### config.mk
export PLATFORM = sky130hd
export DESIGN_NAME = xhci_normal_trb_segmenter_top
export DESIGN_NICKNAME = d
export VERILOG_FILES = /design/src/rtl/ntrbseg_pkg.sv /design/src/rtl/xhci_normal_trb_segmenter_top.sv /design/src/rtl/ntrbseg_div.sv
export SDC_FILE = /design/constraint.sdc
export NUM_CORES = 1
export LEC_CHECK = 0
export ABC_CLOCK_PERIOD_IN_PS = 18800
export BUFFER_PORTS_ARGS = -buffer_cell sky130_fd_sc_hd__buf_2
export CAP_MARGIN = 10
export CORE_ASPECT_RATIO = 0.6
export CORE_MARGIN = 5
export CORE_UTILIZATION = 26
export DETAILED_ROUTE_END_ITERATION = 10
export PLACE_DENSITY = 0.46
export SLEW_MARGIN = 5
export SYNTH_ARGS = -nofsm -noshare
export SYNTH_HDL_FRONTEND = slang
export SYNTH_SLANG_ARGS = --single-unit
export TNS_END_PERCENT = 10
### constraint.sdc
create_clock -name clk -period 18.8 [get_ports clk]
set_input_delay 1.88 -clock clk [delete_from_list [all_inputs] [get_ports clk]]
set_output_delay 1.88 -clock clk [all_outputs]
set_load 0.01 [all_outputs]
### src/rtl/ntrbseg_pkg.sv
// Types, constants and field layout for the Normal TRB segmenter.
// No dependencies.
package ntrbseg_pkg;

    localparam int PAGE_BYTES_DEF = 4096;

    localparam int ADDR_W  = 64;
    localparam int LEN_W   = 16;
    localparam int MPS_W   = 11;
    localparam int EP_W    = 5;
    localparam int SLOT_W  = 8;
    localparam int WORD_W  = 32;

    localparam int IN_TDATA_W  = 112;
    localparam int OUT_TDATA_W = 144;

    // ceil divide: numerator is length + packet size - 1
    localparam int DIV_BITS   = LEN_W + 1;
    localparam int DIV_STEP_W = $clog2(DIV_BITS);
    localparam int PKT_KEEP_W = 15;

    localparam logic FLAVOR_RESET = 1'b1;
    localparam logic FLAVOR_BULK  = 1'b1;

    localparam logic KIND_TRB      = 1'b0;
    localparam logic KIND_DOORBELL = 1'b1;

    localparam logic [WORD_W-1:0] CTRL_TYPE_NORMAL = 32'h0000_0400;
    localparam logic [WORD_W-1:0] CTRL_CHAIN       = 32'h0000_0010;
    localparam logic [WORD_W-1:0] CTRL_LAST        = 32'h0000_0020;
    localparam logic [WORD_W-1:0] CTRL_DIR_IN      = 32'h0000_0040;
    localparam logic [WORD_W-1:0] CTRL_BIT1        = 32'h0000_0002;

    typedef enum logic [1:0] {
        ST_IDLE,
        ST_CHUNK,
        ST_DIV,
        ST_OUT
    } state_t;

    typedef struct packed {
        logic               start;
        logic [DIV_BITS-1:0] numer;
        logic [MPS_W-1:0]    divisor;
    } div_req_t;

    typedef struct packed {
        logic               done;
        logic [LEN_W-1:0]   quotient;
    } div_stat_t;

    function automatic logic [WORD_W-1:0] ctrl_word(input logic flavor,
                                                     input logic last,
                                                     input logic dir_in);
        logic [WORD_W-1:0] w;
        w = CTRL_TYPE_NORMAL;
        if (flavor == FLAVOR_BULK)
        begin
            if (!last)
                w = w | CTRL_CHAIN;
            if (dir_in)
                w = w | CTRL_DIR_IN;
        end
        else
        begin
            w = w | CTRL_DIR_IN | CTRL_BIT1;
        end
        if (last)
            w = w | CTRL_LAST;
        return w;
    endfunction

endpackage

### src/rtl/xhci_normal_trb_segmenter_top.sv
// Top level of the Normal TRB segmenter: chunk sequencer and output register.
// Depends on ntrbseg_pkg and ntrbseg_div.
//
// Usage:
//   s_axis carries one transfer request per beat; m_axis returns one Normal
//   TRB per page chunk (tuser 0) and then one doorbell item (tuser 1, tlast 1).
//   A zero-length request returns only the doorbell item.
//   cfg_we/cfg_wdata write the flavor bit (1 bulk flags, 0 normal flags);
//   write it only while no request is in flight.
// Sequence:
//   Each TRB passes through a setup state, the bit-serial divider (packets
//   left = ceil(bytes left / packet size)) and a load of the output register,
//   then waits for m_axis_tready. s_axis_tready is high only between
//   requests.
// Reset:
//   rst_n clears the sequencer to idle and sets flavor to bulk.
//   A stalled receiver holds the current item in the output register.
module xhci_normal_trb_segmenter_top
#(
    parameter int PAGE_BYTES = ntrbseg_pkg::PAGE_BYTES_DEF
)
(
    input  logic                                 clk,
    input  logic                                 rst_n,
    input  logic                                 cfg_we,
    input  logic                                 cfg_wdata,
    input  logic                                 s_axis_tvalid,
    output logic                                 s_axis_tready,
    // buffer_address, data_length, max_packet_size, endpoint_number,
    // doorbell_target, endpoint_in, slot_number, zero pad
    input  logic [ntrbseg_pkg::IN_TDATA_W-1:0]   s_axis_tdata,
    output logic                                 m_axis_tvalid,
    input  logic                                 m_axis_tready,
    // slot_out, endpoint_out, trb_address, status_word, control_word, zero pad
    output logic [ntrbseg_pkg::OUT_TDATA_W-1:0]  m_axis_tdata,
    // result_kind
    output logic                                 m_axis_tuser,
    // final_res
    output logic                                 m_axis_tlast
);

    localparam int PAGE_W = $clog2(PAGE_BYTES);
    localparam int CNT_W  = PAGE_W + 1;
    localparam int EXT_W  = ntrbseg_pkg::LEN_W + 1;

    ntrbseg_pkg::state_t                    state_reg, state_next;
    logic                                   flavor_reg;

    logic [ntrbseg_pkg::ADDR_W-1:0]         addr_reg, addr_next;
    logic [ntrbseg_pkg::LEN_W-1:0]          left_reg, left_next;
    logic [ntrbseg_pkg::MPS_W-1:0]          mps_reg, mps_next;
    logic [ntrbseg_pkg::EP_W-1:0]           ep_reg, ep_next;
    logic [ntrbseg_pkg::EP_W-1:0]           dbt_reg, dbt_next;
    logic                                   dir_reg, dir_next;
    logic [ntrbseg_pkg::SLOT_W-1:0]         slot_reg, slot_next;

    logic                                   out_kind_reg, out_kind_next;
    logic                                   out_last_reg, out_last_next;
    logic [ntrbseg_pkg::EP_W-1:0]           out_ep_reg, out_ep_next;
    logic [ntrbseg_pkg::ADDR_W-1:0]         out_addr_reg, out_addr_next;
    logic [ntrbseg_pkg::WORD_W-1:0]         out_status_reg, out_status_next;
    logic [ntrbseg_pkg::WORD_W-1:0]         out_ctrl_reg, out_ctrl_next;

    logic [ntrbseg_pkg::ADDR_W-1:0]         in_addr;
    logic [ntrbseg_pkg::LEN_W-1:0]          in_len;
    logic [ntrbseg_pkg::MPS_W-1:0]          in_mps;
    logic [ntrbseg_pkg::EP_W-1:0]           in_ep;
    logic [ntrbseg_pkg::EP_W-1:0]           in_dbt;
    logic                                   in_dir;
    logic [ntrbseg_pkg::SLOT_W-1:0]         in_slot;

    logic [CNT_W-1:0]                       room;
    logic [EXT_W-1:0]                       room_ext;
    logic                                   is_last;
    logic [ntrbseg_pkg::LEN_W-1:0]          chunk;
    logic                                   in_fire;
    logic                                   out_fire;
    logic                                   div_start;

    ntrbseg_pkg::div_req_t                  div_req;
    ntrbseg_pkg::div_stat_t                 div_stat;

    assign in_addr = s_axis_tdata[63:0];
    assign in_len  = s_axis_tdata[79:64];
    assign in_mps  = s_axis_tdata[90:80];
    assign in_ep   = s_axis_tdata[95:91];
    assign in_dbt  = s_axis_tdata[100:96];
    assign in_dir  = s_axis_tdata[101];
    assign in_slot = s_axis_tdata[109:102];

    assign s_axis_tready = (state_reg == ntrbseg_pkg::ST_IDLE);
    assign m_axis_tvalid = (state_reg == ntrbseg_pkg::ST_OUT);
    assign in_fire       = s_axis_tvalid && s_axis_tready;
    assign out_fire      = m_axis_tvalid && m_axis_tready;

    // bytes to the next page boundary
    assign room     = CNT_W'(PAGE_BYTES) - {1'b0, addr_reg[PAGE_W-1:0]};
    assign room_ext = EXT_W'(room);
    assign is_last  = room_ext >= {1'b0, left_reg};
    assign chunk    = is_last ? left_reg : room_ext[ntrbseg_pkg::LEN_W-1:0];

    assign div_req.start   = div_start;
    assign div_req.numer   = EXT_W'(left_reg) + EXT_W'(mps_reg) - EXT_W'(1);
    assign div_req.divisor = mps_reg;

    ntrbseg_div u_div
    (
        .clk   (clk),
        .rst_n (rst_n),
        .req   (div_req),
        .stat  (div_stat)
    );

    always_comb
    begin
        state_next      = state_reg;
        div_start       = 1'b0;
        addr_next       = addr_reg;
        left_next       = left_reg;
        mps_next        = mps_reg;
        ep_next         = ep_reg;
        dbt_next        = dbt_reg;
        dir_next        = dir_reg;
        slot_next       = slot_reg;
        out_kind_next   = out_kind_reg;
        out_last_next   = out_last_reg;
        out_ep_next     = out_ep_reg;
        out_addr_next   = out_addr_reg;
        out_status_next = out_status_reg;
        out_ctrl_next   = out_ctrl_reg;

        case (state_reg)
            ntrbseg_pkg::ST_IDLE:
            begin
                if (in_fire)
                begin
                    addr_next  = in_addr;
                    left_next  = in_len;
                    mps_next   = (in_mps == '0) ? ntrbseg_pkg::MPS_W'(1) : in_mps;
                    ep_next    = in_ep;
                    dbt_next   = in_dbt;
                    dir_next   = in_dir;
                    slot_next  = in_slot;
                    state_next = ntrbseg_pkg::ST_CHUNK;
                end
            end
            ntrbseg_pkg::ST_CHUNK:
            begin
                if (left_reg == '0)
                begin
                    out_kind_next   = ntrbseg_pkg::KIND_DOORBELL;
                    out_last_next   = 1'b1;
                    out_ep_next     = dbt_reg;
                    out_addr_next   = '0;
                    out_status_next = '0;
                    out_ctrl_next   = '0;
                    state_next      = ntrbseg_pkg::ST_OUT;
                end
                else
                begin
                    div_start  = 1'b1;
                    state_next = ntrbseg_pkg::ST_DIV;
                end
            end
            ntrbseg_pkg::ST_DIV:
            begin
                if (div_stat.done)
                begin
                    out_kind_next   = ntrbseg_pkg::KIND_TRB;
                    out_last_next   = 1'b0;
                    out_ep_next     = ep_reg;
                    out_addr_next   = addr_reg;
                    out_status_next = {div_stat.quotient[ntrbseg_pkg::PKT_KEEP_W-1:0],
                                       1'b0, chunk};
                    out_ctrl_next   = ntrbseg_pkg::ctrl_word(flavor_reg, is_last, dir_reg);
                    state_next      = ntrbseg_pkg::ST_OUT;
                end
            end
            ntrbseg_pkg::ST_OUT:
            begin
                if (out_fire)
                begin
                    if (out_last_reg)
                    begin
                        state_next = ntrbseg_pkg::ST_IDLE;
                    end
                    else
                    begin
                        addr_next  = addr_reg + ntrbseg_pkg::ADDR_W'(chunk);
                        left_next  = left_reg - chunk;
                        state_next = ntrbseg_pkg::ST_CHUNK;
                    end
                end
            end
            default:
            begin
                state_next = ntrbseg_pkg::ST_IDLE;
            end
        endcase
    end

    always_ff @(posedge clk or negedge rst_n)
    begin
        if (!rst_n)
        begin
            state_reg  <= ntrbseg_pkg::ST_IDLE;
            flavor_reg <= ntrbseg_pkg::FLAVOR_RESET;
        end
        else
        begin
            state_reg <= state_next;
            if (cfg_we)
                flavor_reg <= cfg_wdata;
        end
    end

    always_ff @(posedge clk)
    begin
        addr_reg       <= addr_next;
        left_reg       <= left_next;
        mps_reg        <= mps_next;
        ep_reg         <= ep_next;
        dbt_reg        <= dbt_next;
        dir_reg        <= dir_next;
        slot_reg       <= slot_next;
        out_kind_reg   <= out_kind_next;
        out_last_reg   <= out_last_next;
        out_ep_reg     <= out_ep_next;
        out_addr_reg   <= out_addr_next;
        out_status_reg <= out_status_next;
        out_ctrl_reg   <= out_ctrl_next;
    end

    assign m_axis_tdata = {3'b000, out_ctrl_reg, out_status_reg, out_addr_reg,
                           out_ep_reg, slot_reg};
    assign m_axis_tuser = out_kind_reg;
    assign m_axis_tlast = out_last_reg;

endmodule

### src/rtl/ntrbseg_div.sv
// Restoring divider, one quotient bit per cycle.
// Depends on ntrbseg_pkg.
module ntrbseg_div
(
    input  logic                   clk,
    input  logic                   rst_n,
    input  ntrbseg_pkg::div_req_t  req,
    output ntrbseg_pkg::div_stat_t stat
);

    logic                                  busy_reg, busy_next;
    logic                                  done_reg, done_next;
    logic [ntrbseg_pkg::DIV_STEP_W-1:0]    step_reg, step_next;
    logic [ntrbseg_pkg::MPS_W-1:0]         rem_reg, rem_next;
    logic [ntrbseg_pkg::DIV_BITS-1:0]      quo_reg, quo_next;
    logic [ntrbseg_pkg::MPS_W-1:0]         dvs_reg, dvs_next;
    logic [ntrbseg_pkg::MPS_W:0]           rem_shift;
    logic [ntrbseg_pkg::MPS_W:0]           diff;
    logic                                  fits;

    always_comb
    begin
        rem_shift = {rem_reg, quo_reg[ntrbseg_pkg::DIV_BITS-1]};
        diff      = rem_shift - {1'b0, dvs_reg};
        fits      = rem_shift >= {1'b0, dvs_reg};

        busy_next = busy_reg;
        done_next = 1'b0;
        step_next = step_reg;
        rem_next  = rem_reg;
        quo_next  = quo_reg;
        dvs_next  = dvs_reg;

        if (req.start)
        begin
            busy_next = 1'b1;
            step_next = '0;
            rem_next  = '0;
            quo_next  = req.numer;
            dvs_next  = req.divisor;
        end
        else if (busy_reg)
        begin
            rem_next  = fits ? diff[ntrbseg_pkg::MPS_W-1:0]
                             : rem_shift[ntrbseg_pkg::MPS_W-1:0];
            quo_next  = {quo_reg[ntrbseg_pkg::DIV_BITS-2:0], fits};
            step_next = step_reg + 1'b1;
            if (step_reg == ntrbseg_pkg::DIV_STEP_W'(ntrbseg_pkg::DIV_BITS - 1))
            begin
                busy_next = 1'b0;
                done_next = 1'b1;
            end
        end
    end

    always_ff @(posedge clk or negedge rst_n)
    begin
        if (!rst_n)
        begin
            busy_reg <= 1'b0;
            done_reg <= 1'b0;
            step_reg <= '0;
        end
        else
        begin
            busy_reg <= busy_next;
            done_reg <= done_next;
            step_reg <= step_next;
        end
    end

    always_ff @(posedge clk)
    begin
        rem_reg <= rem_next;
        quo_reg <= quo_next;
        dvs_reg <= dvs_next;
    end

    assign stat.done     = done_reg;
    assign stat.quotient = quo_reg[ntrbseg_pkg::LEN_W-1:0];

endmodule

[Yosys cells after proc, flatten, opt, wreduce, memory -nomap -nowiden]
Index checks and enable logic that the tools add are counted.
W data, S select, Z words.
Storage, ports and cells
  register bits after elaboration: 293
  input port bits: 118
  output and inout bits: 148
  word-level logic and storage cells: 96
Cells by class
  add/sub/neg operators: 7
  $lt $le $gt $ge: 2
  equality and inequality tests: 9
  multiplexer cells: 46
  reduce and logical (&&, ||, !) cells: 12
Operator list (count)
  $mux W64: 5
  $pmux W64 S2: 2
  $pmux W32 S2: 2
  $mux W32: 3
  $add A64 B16 Y64: 1
  $mux W16: 4
  $mux W17: 2
  $pmux W16 S2: 1
  $mux W5: 5
  $add A16 B11 Y17: 1
  $sub A17 B1 Y17 const B: 1
  $ge A13 B16 Y1: 1
  $logic_not A16 Y1: 1
  $sub A16 B16 Y16: 1
  $mux W7: 2
  $sub A13 B12 Y13 const A: 1
  $ge A12 B11 Y1: 1
  $mux W1: 12
  $logic_not A11 Y1: 1
  $mux W11: 1
  $sub A11 B11 Y11: 1
  $pmux W5 S2: 1
  $pmux W2 S4: 1
  $mux W2: 3
  other kinds (14): 22

[Longest topological paths before layout]
Gate-level depths: netlist (run 1).
  depth after elaboration: 8
  depth in mapped cells: 27
  depth with buffers taken out: 25

[By module]
From an unflattened synthesis (run 1), not the netlist that was laid out.
Second synthesis, totals
  cells, all modules: 1417
  area total of the unflattened synthesis: 15601.2 µm²
By module, submodules not included
  xhci_normal_trb_segmenter_top: times used 1, cells an instance 1180, area each 12954.9 µm², seq. area each 6562.5 µm²
  ntrbseg_div: times used 1, cells an instance 237, area each 2646.3 µm², seq. area each 1236.2 µm²

[Worst setup path before layout (run 1)]
Ideal clock, no wire load.
  path type: flip-flop to flip-flop
  start: reg left_reg[8] (netlist bit)
  end: reg out_last_reg (netlist: m_axis_tlast) (enable)
  setup time: 728 ps
  arrival time: 9067 ps
  data required time: 18072 ps
  setup slack: 9005 ps
  stages on the path, launching flop included: 7
  path buffers: 0
  period minus slack after synthesis: 9795 ps
  path through: edfxtp_1 -> nor4_1 -> and4_1 -> nand4_1 -> nand2_1 -> inv_1 -> a211oi_1
Between the ends
  cells in the longest elaborated chain, start to end: 3
RTL lines
  from (decl): line xhci_normal_trb_segmenter_top.sv:50  | logic [ntrbseg_pkg::LEN_W-1:0] left_reg, left_next;
  from (signal assigned): line xhci_normal_trb_segmenter_top.sv:220  | left_reg <= left_next;
  $logic_not A16 Y1: line xhci_normal_trb_segmenter_top.sv:149  | if (left_reg == '0)
  $ne A2 B2 Y1 (no source line)
  $reduce_and A3 Y1 (no source line)
  to (signal assigned): line xhci_normal_trb_segmenter_top.sv:227  | out_last_reg <= out_last_next;
  to (decl): line xhci_normal_trb_segmenter_top.sv:58  | logic out_last_reg, out_last_next;
Every way passes these cells.
A chain may end at the register's enable or synchronous reset.

[Worst setup path in the final report (run 1)]
  start: reg addr_reg[0] (netlist bit)
  end: reg addr_reg[54] (netlist bit) (data pin)
Between the ends
  cells in the longest elaborated chain, start to end: 7
RTL lines
  from (decl): line xhci_normal_trb_segmenter_top.sv:49  | logic [ntrbseg_pkg::ADDR_W-1:0] addr_reg, addr_next;
  from (signal assigned): line xhci_normal_trb_segmenter_top.sv:219  | addr_reg <= addr_next;
  $sub A13 B12 Y13 *: line xhci_normal_trb_segmenter_top.sv:97  | assign room = CNT_W'(PAGE_BYTES) - {1'b0, addr_reg[PAGE_W-1:0]};
  $ge A13 B16 Y1: line xhci_normal_trb_segmenter_top.sv:99  | assign is_last = room_ext >= {1'b0, left_reg};
  $mux W16 *: line xhci_normal_trb_segmenter_top.sv:100  | assign chunk = is_last ? left_reg : room_ext[ntrbseg_pkg::LEN_W-1:0];
  named net chunk, one bit: line xhci_normal_trb_segmenter_top.sv:75  | logic [ntrbseg_pkg::LEN_W-1:0] chunk;
  $add A64 B16 Y64 *: line xhci_normal_trb_segmenter_top.sv:189  | addr_next = addr_reg + ntrbseg_pkg::ADDR_W'(chunk);
  $mux W64 *: line xhci_normal_trb_segmenter_top.sv:183  | if (out_last_reg)
  $mux W64 *: line xhci_normal_trb_segmenter_top.sv:181  | if (out_fire)
  $pmux W64 S2 *: line xhci_normal_trb_segmenter_top.sv:132  | case (state_reg)
  named net addr_next, one bit: line xhci_normal_trb_segmenter_top.sv:49
Mark *: on every way through the listed nets, which the timed path passes. The rest lies on a longest branch. The select of a mux whose other input is x is not followed.

==> results of run 1 <==
## final cells by class
class	instances	area (µm²)
diodes	1	2.50
clock buffers	37	828
clock inverters	20	279
fillers	5989	39200
inverters	104	390
multi-input cells	954	6460
flip-flops and latches	265	7800
well taps	770	963
repair buffers	246	1270
## final timing paths
kind | start | to | slack [ps] | depth (start not counted)
min | u_div.rem_reg[10] | u_div.rem_reg[10] | 460 | 2
max in group asynchronous | rst_n | flavor_reg | 17340 | 1
max reg2reg | addr_reg[0] | addr_reg[54] | 11590 | 24
min reg2reg | u_div.rem_reg[10] | u_div.rem_reg[10] | 460 | 2
max | addr_reg[0] | addr_reg[54] | 11590 | 24
min in group asynchronous | rst_n | state_reg[1] | 1180 | 1
## power by group through the flow
stage / Combinational (mW) / Sequential (mW) / Clock, mW
after floorplan: 1.25 / 1.29 / 0
after global routing: 2.14 / 1.26 / 0.711
after global placement: 1.90 / 1.23 / 0
final: 1.91 / 1.22 / 0.666
after detailed placement: 1.92 / 1.24 / 0
after CTS: 1.93 / 1.23 / 0.689
## logic make-up (layout without fill, tap and decap cells)
group,Yosys count,after routing,share of synthesized area
xor gates and xnor gates,101,101,0.0592
buffers and inverters,191,407,0.0562
other,1,34,0.000251
AOI/OAI and AO/OA,233,233,0.0959
adders and majority gates,92,92,0.0791
DFF,265,265,0.522
muxes,47,47,0.0336
and+or+nand+nor,448,448,0.154
## synthesized netlist by cell type, types with 3 or more instances
cell type | number | area (µm²)
a211oi_1 | 13 | 97.6
ha_1 | 88 | 1100
clkbuf_1 | 51 | 191
fa_1 | 4 | 80.1
nor4_1 | 16 | 100
o31ai_1 | 4 | 30.0
and3_4 | 3 | 33.8
o211ai_1 | 6 | 45.0
and4_1 | 8 | 70.1
edfxtp_1 | 244 | 7330
o21a_1 | 9 | 67.6
nor2_1 | 137 | 514
dfxtp_1 | 11 | 220
a21oi_1 | 87 | 435
a31o_2 | 3 | 26.3
o31a_1 | 3 | 26.3
mux2i_1 | 22 | 220
nor2b_1 | 13 | 81.3
o21ai_0 | 53 | 265
or2_2 | 6 | 37.5
xor2_1 | 32 | 280
or3_1 | 10 | 62.6
a21boi_0 | 3 | 22.5
nand4b_1 | 3 | 26.3
mux2_2 | 25 | 282
nand2b_1 | 9 | 56.3
nand2_1 | 72 | 270
a21o_1 | 16 | 120
and3_1 | 10 | 62.6
a31oi_1 | 7 | 43.8
nand4_1 | 22 | 138
o21bai_1 | 5 | 37.5
inv_1 | 104 | 390
dfrtp_1 | 9 | 225
xnor2_1 | 69 | 604
nor3_1 | 27 | 135
a211o_1 | 4 | 35.0
nand3_1 | 22 | 110
and2_1 | 80 | 500
buf_4 | 32 | 240
## metrics by stage
step	setup WS [ps]	instances	utilization
finish	11590	2397	0.315
CTS	11710	2396	0.315
detailed placement	11740	2339	0.295
global route	11190	2397	0.315
global placement	11840	2339	0.295
floorplan	9010	1410	-
## critical path, cell delays in order (launching register included)
cell and delay (ps):
edfxtp_1 410, inv_1 170, ha_1 210, nand2_1 90
or3_1 360, or2_2 330, nor4_1 280, xnor2_1 210
ha_1 290, nor2b_1 130, o211ai_1 160, a21oi_1 140
a21oi_2 120, buf_4 350, mux2i_1 420, inv_1 90
ha_1 340, nor2b_1 180, o31a_1 300, nor4_1 470
o211ai_1 400, o21ai_2 950, nor4_1 190, xnor2_1 200
a21oi_1 80
## layer usage
metal,part of all wire,up-vias,GRT usage
li1,-,5297,-
met1,0.51,5251,0.212
met2,0.42,235,0.198
met3,0.049,46,0.0261
met4,0.017,6,0.0242
met5,0.00092,-,0
==> run summary, run 1 <==
Cells after Synth = 1378
Synth async-reset ratio = 0.0377
final setup fails = 0
Syn Area/Cell = 10.8 µm²
antenna violations before repair = 4
clk sinks = 265
max_cap viols = 0
Final Cycle Share = 0.384
CP Class = reg -> reg
Die Span Y = 196 µm
wirelength, routed = 44.6 mm
CP Max Fanout = 21
All-Layer GR Usage = 0.137
Detailed Routing Iterations Pass 1 = 5
library cells used by synthesis = 68
Root Driver = clkbuf_16
setup bufs post-CTS = 0
RSZ-0062 raised after global routing = false
nets@finish = 1812
clk_skew = 24.4 ps
drt wl/cell = 18.6 µm
most common cell after layout, fill and taps aside = edfxtp_1
Hold WC Path Type = reg -> reg
initial DRC count = 856
vias per cell = 4.52
Post-synth EDFFs = 244
commonest cells after routing, fill and taps aside = edfxtp_1 (244), buf_2 (232), nor2_1 (136), inv_1 (104)
Leakage = 7.28 nW
Final Cell Area = 18000 µm²
area grow syn2layout = 20.4%
io pins = 266
CTS tree = yes
CP Launch Type = flop
PwrDens = 211 nW/µm²
Worst EP required = 19090 ps
GR Overflow Total = 0
largest net degree at the start of global routing = 85
I/O Buffers = 232
die width = 319 µm
Placer Congestion = 0.816
Max Transition Viols Final = 0
setup TNS = 0 ps
Slew Limit Headroom = 0.270
Internal = 2.20 mW
Skew-Pair Late Insertion Delay = 590 ps
share of layout cells above drive strength 1 = 0.212
vias in the first global route = 10700
Seq cells post-synth = 265
Clock Power Share = 0.175
Worst Path Arrival = 7500 ps
Setup crit end kind = flop
Synth Flop Type = edfxtp_1
total power draw = 3.80 mW
H-tree Lvls = 1
row count = 68
Synth Warn # = 0
die area = 62500 µm²
Clock Pin Slew Worst Setup and Hold Paths = 60 ps
Area after DPL = 16900 µm²
DRC viols = 0
final hold violations = 0
DP HPWL = 33.0 mm
DR vias = 10800
fmax = 139 MHz
register area share after synthesis = 0.522
WHS = 462 ps
Synth Cell Area = 14900 µm²
run status = complete, no violations
Hold Buf Count CTS = 0
combinational cell fraction of total power = 0.503
maximum clock path buffer count = 3
first-pass GRT wire length = 66.4 mm
VDD IR max = 0.0000912 V
Flop pwr share = 0.322
Post-CTS Resized = 0
Core Region = 57200 µm²
Final ANT Viol Nets = 0
Starting Density = 0.261
Slew @ Worst Pin = 1090 ps
CTS buffer count = 31
P_sw = 1.61 mW
post-layout minimum cycle time = 7210 ps
Switching Share = 0.422
Note: power is estimated with default switching activity, not from simulation.
==> run 2: changes to the inputs <==
- ABC_CLOCK_PERIOD_IN_PS: 18800 -> 7400
- clock period: 18.8 -> 7.4 ns (I/O delays scaled with it)
==> run summary, run 2 (synthesis gave the netlist of run 1 again) <==
Starting Density = 0.261 (unchanged)
met3 WL = 1.84 mm (-17%)
vias in the first global route = 10600 (-0.39%)
GR Overflow Total = 0 (unchanged)
row count = 68 (unchanged)
first-pass GRT wire length = 67.1 mm (+1.0%)
post-layout minimum cycle time = 6600 ps (-616 ps)
CTS buffer count = 31 (unchanged)
RSZ-0062 raised after global routing = false
clk sinks = 265 (unchanged)
Final ANT Viol Nets = 0 (unchanged)
VDD IR max = 0.000332 V (+260%)
setup TNS = 0 ps (unchanged)
largest net degree at the start of global routing = 84 (-1.2%)
CP Max Fanout = 21 (unchanged)
Place WS = 790 ps (-10950 ps)
share of layout cells above drive strength 1 = 0.216 (+0.00338)
crit path cell chain = inv_1 > ha_1 > nand2_1 > or3_1 > or2_2 > nor4_1 > xnor2_1 > ha_1 > nor2b_1 > o211ai_1 > a21oi_1 > a21oi_2 > buf_4 > mux2i_1 > inv_1 > ha_1 > o21ai_0 > nor2_1 > a31oi_1 > a21oi_2 > o2111ai_1 > or4_4 > or3_1 > a31oi_1
Slew @ Worst Pin = 1060 ps (-33.1 ps)
most frequent CP cell = ha_1
CP Class = reg -> reg
I/O Buffers = 232 (unchanged)
Worst EP required = 7820 ps (-11270 ps)
All-Layer GR Usage = 0.137 (+0.000415)
crit path from = addr_reg[0]
Clock Power Share = 0.163 (-0.012)
DP HPWL = 33.2 mm (+0.72%)
Die Span Y = 196 µm (unchanged)
CTS tree = yes
Flop pwr share = 0.325 (+0.003)
Clock Pin Slew Worst Setup and Hold Paths = 60 ps (about the same)
fmax = 152 MHz (+9.3%)
combinational cell fraction of total power = 0.512 (+0.009)
antenna violations before repair = 2 (-2)
Setup crit end kind = flop
die width = 319 µm (unchanged)
DRC viols = 0 (unchanged)
most common cell after layout, fill and taps aside = edfxtp_1
top sig layer = met5
Final Cycle Share = 0.892 (+0.508)
total power draw = 9.53 mW (+150%)
clk_skew = 15.5 ps (-8.89 ps)
final setup fails = 0 (unchanged)
setup bufs post-CTS = 0 (unchanged)
run status = complete, no violations
initial DRC count = 741 (-13%)
Post-CTS Resized = 0 (unchanged)
nets@finish = 1819 (+0.39%)
Leakage = 7.28 nW (about the same)
P_sw = 4.07 mW (+150%)
reg2reg start = addr_reg[0]
Internal = 5.46 mW (+150%)
setup ws final = 801 ps (-10780 ps)
wirelength, routed = 44.7 mm (+0.30%)
Util after Layout = 0.314 (-0.000656)
Skew-Pair Late Insertion Delay = 580 ps (about the same)
Placer Congestion = 0.839 (+2.8%)
io pins = 266 (unchanged)
maximum clock path buffer count = 3 (unchanged)
CP Launch Type = flop
Detailed Routing Iterations Pass 1 = 5 (unchanged)
Slew Limit Headroom = 0.292 (+0.0214)
Max Transition Viols Final = 0 (unchanged)
Hold WC Path Type = in -> async
H-tree Lvls = 1 (unchanged)
Core Region = 57200 µm² (unchanged)
max_cap viols = 0 (unchanged)
Root Driver = clkbuf_16
drt wl/cell = 18.6 µm (about the same)
commonest cells after routing, fill and taps aside = edfxtp_1 (244), buf_2 (232), nor2_1 (136), inv_1 (104)
DR vias = 10900 (+0.15%)
WL met1 = 23.8 mm (+3.8%)
WHS = 55.0 ps (-407 ps)
final hold violations = 0 (unchanged)
PwrDens = 531 nW/µm² (+150%)
Worst Path Arrival = 7020 ps (-480 ps)
die area = 62500 µm² (unchanged)
met2 wire len = 18.4 mm (-1.2%)
vias per cell = 4.52 (-0.10%)
Switching Share = 0.427 (+0.00467)
slowest cell on the critical path = or4_4
area grow syn2layout = 20.2%
Hold Buf Count CTS = 0 (unchanged)
Crit path largest cell delay = 550 ps (-400 ps)
antenna fix cells = 0 (-1)
==> run 2: layer usage <==
metal,GRT usage,vias to the layer above
met2,0.195,211
met4,0.0197,4
met3,0.0237,46
li1,-,5313
met1,0.219,5277
met5,0,-
==> run 2: layout make-up <==
type,instances,area (µm²)
clock buffer,43,871
clock inverter,14,140
fill,5976,39200
inverter,104,390
multi-input combinational,954,6460
sequential,265,7800
tap,770,963
timing repair buffer,253,1330
==> run 2: metrics by stage <==
step	area (µm²)	cells
6_report	18000	2403
3_3_place_gp	16900	2346
2_1_floorplan	15100	1410
4_1_cts	18000	2403
3_5_place_dp	16900	2346
5_1_grt	18000	2403
==> run 2: power groups by stage <==
stage / clock [mW] / sequential [mW] / combinational [mW]
finish: 1.55 / 3.10 / 4.88
CTS: 1.61 / 3.11 / 4.92
global placement: 0 / 3.12 / 4.82
floorplan: 0 / 3.24 / 3.18
global route: 1.67 / 3.18 / 5.44
detailed placement: 0 / 3.13 / 4.88
==> run 2: critical path: cells and delay by family, from the launching register on <==
kind / cells / cell delay, ps
xor+xnor: 1 / 230
buf+inv: 3 / 600
simple gates: 8 / 2200
flops: 1 / 420
mux: 1 / 390
fa+ha+maj: 3 / 850
compound gates: 8 / 1740
==> run 2: worst paths after layout <==
path,endpoint,slack (ps),depth (start not counted)
setup / recovery,addr_reg[61],800,24
hold / removal,u_div.step_reg[3],50,1
setup reg to reg,addr_reg[61],800,24
hold reg to reg,u_div.dvs_reg[0],450,0
max in group asynchronous,flavor_reg,7050,1
min in group clk,ep_reg[1],340,1
==> run 3: changes to the inputs <==
--- a/config.mk
+++ b/config.mk
@@ -10,5 +10,5 @@
 export CAP_MARGIN = 10
-export CORE_ASPECT_RATIO = 0.6
 export CORE_MARGIN = 5
 export CORE_UTILIZATION = 26
+export CTS_BUF_LIST = sky130_fd_sc_hd__clkbuf_8
 export DETAILED_ROUTE_END_ITERATION = 10
==> constraint.sdc (replaced) <==
create_clock -name clk -period 7.4 [get_ports clk]
set_input_delay 1.48 -clock clk [delete_from_list [all_inputs] [get_ports clk]]
set_output_delay 1.48 -clock clk [all_outputs]
set_load 0.01 [all_outputs]
==> run summary, run 3 (synthesis gave the netlist of run 1 again) <==
Root Driver = clkbuf_8
Worst Path Arrival = 6840 ps (-180 ps)
row count = 87 (+28%)
clk_skew = 35.0 ps (+19.5 ps)
Detailed Routing Iterations Pass 1 = 4 (-1)
Slew @ Worst Pin = 942 ps (-119 ps)
Hold Buf Count CTS = 0 (unchanged)
die width = 250 µm (-22%)
largest net degree at the start of global routing = 90 (+7.1%)
nets@finish = 1841 (+1.2%)
most common cell after layout, fill and taps aside = edfxtp_1
PwrDens = 517 nW/µm² (-2.6%)
run status = complete, no violations
VDD IR max = 0.000282 V (-15%)
io pins = 266 (unchanged)
vias per cell = 4.46 (-1.2%)
Final Cycle Share = 0.884 (-0.00798)
RSZ-0062 raised after global routing = false
CP Launch Type = flop
setup bufs post-CTS = 0 (unchanged)
Post-CTS Resized = 0 (unchanged)
All-Layer GR Usage = 0.134 (-0.00338)
CP Class = reg -> reg
Worst EP required = 7700 ps (-120 ps)
Skew-Pair Late Insertion Delay = 620 ps (+40 ps)
Core Region = 56600 µm² (-1.0%)
Setup crit end kind = flop
vias in the first global route = 11200 (+5.5%)
Placer Congestion = 0.788 (-6.0%)
DRC viols = 0 (unchanged)
I/O Buffers = 232 (unchanged)
CTS tree = yes
post-layout minimum cycle time = 6540 ps (-59.1 ps)
GR Overflow Total = 0 (unchanged)
Clock Pin Slew Worst Setup and Hold Paths = 60 ps (about the same)
total power draw = 9.28 mW (-2.7%)
CTS buffer count = 52 (+68%)
maximum clock path buffer count = 3 (unchanged)
Hold WC Path Type = reg -> reg
wirelength, routed = 42.9 mm (-4.2%)
DR vias = 10800 (-0.018%)
DP HPWL = 31.2 mm (-6.0%)
antenna violations before repair = 8 (+6)
drt wl/cell = 17.6 µm (-5.3%)
setup TNS = 0 ps (unchanged)
CP Max Fanout = 13 (-38%)
Die Span Y = 250 µm (+28%)
H-tree Lvls = 2 (+1)
initial DRC count = 604 (-18%)
final hold violations = 0 (unchanged)
Max Transition Viols Final = 0 (unchanged)
area grow syn2layout = 20.1% (about the same)
Slew Limit Headroom = 0.372 (+0.0796)
first-pass GRT wire length = 66.1 mm (-1.5%)
Starting Density = 0.264 (+0.00263)
Leakage = 7.35 nW (+1.0%)
max_cap viols = 0 (unchanged)
commonest cells after routing, fill and taps aside = edfxtp_1 (244), buf_2 (232), nor2_1 (136), inv_1 (120)
share of layout cells above drive strength 1 = 0.222 (+0.00600)
Final ANT Viol Nets = 0 (unchanged)
die area = 62400 µm² (-0.25%)
clk sinks = 265 (unchanged)
final setup fails = 0 (unchanged)
Filler Cells Inserted = 5965 (-0.18%)
fmax = 153 MHz (+0.90%)
==> run 3: per-layer routing <==
metal / wire (µm) / global-route usage
met1: 19400 / 0.175
met2: 20300 / 0.223
met3: 1910 / 0.0271
met4: 1170 / 0.0419
met5: 27 / 0
==> run 3: final cells by class <==
type                            instances  area, µm²  share of cell area
Clock inverter                         36        214              0.0119
Clock buffer                           57        785              0.0437
Sequential cell                       265       7800               0.435
Inverter                              104        390              0.0218
Multi-Input combinational cell        954       6460               0.360
Antenna cell                            5       12.5            0.000697
Timing Repair Buffer                  254       1340              0.0746
Tap cell                              756        946              0.0527
==> run 3: worst max-delay path: stages (launching register included) <==
cell      delay [ps]
edfxtp_1         420
inv_1            170
ha_1             200
nand2_1           80
or3_1            340
or2_2            320
nor4_1           270
xnor2_1          240
ha_1             310
nor2b_1          130
o211ai_1         150
a21oi_1          130
a21oi_2          140
buf_4            280
mux2i_1          540
inv_1            170
ha_1             330
a211oi_1         290
nor2_1           110
a31oi_1          340
a21oi_2          180
a221o_1          600
nand4_1          210
xor2_1           150
a21oi_1           80
==> run 3: final timing paths <==
| kind | startpoint | end | slack [ps] | cells past startpoint |
|---|---|---|---|---|
| min in group asynchronous | rst_n | u_div.busy_reg | 760 | 1 |
| worst min register to register | u_div.rem_reg[10] | u_div.rem_reg[10] | 460 | 2 |
| worst min-delay path | u_div.rem_reg[10] | u_div.rem_reg[10] | 460 | 2 |
| worst max register to register | addr_reg[0] | addr_reg[59] | 860 | 24 |
| max in group asynchronous | rst_n | flavor_reg | 6360 | 1 |
| worst max-delay path | addr_reg[0] | addr_reg[59] | 860 | 24 |
==> run 3: metrics by stage <==
step	instance area (µm²)	std cells	util	hold WS [ps]	setup WS (ps)
global placement	16900	2333	0.299	447	948
detailed placement	16900	2333	0.299	442	846
CTS	17900	2426	0.317	457	797
global route	17900	2430	0.317	467	126
floorplan	15100	1410	-	426	1300
finish	17900	2431	0.317	455	860
==> run 3: where the power goes <==
group | total, mW | switching, mW | internal [mW]
Sequential | 3.12 | 0.455 | 2.67
Clock | 1.44 | 0.670 | 0.775
Combinational | 4.71 | 2.83 | 1.89
Total | 9.28 | 3.95 | 5.33
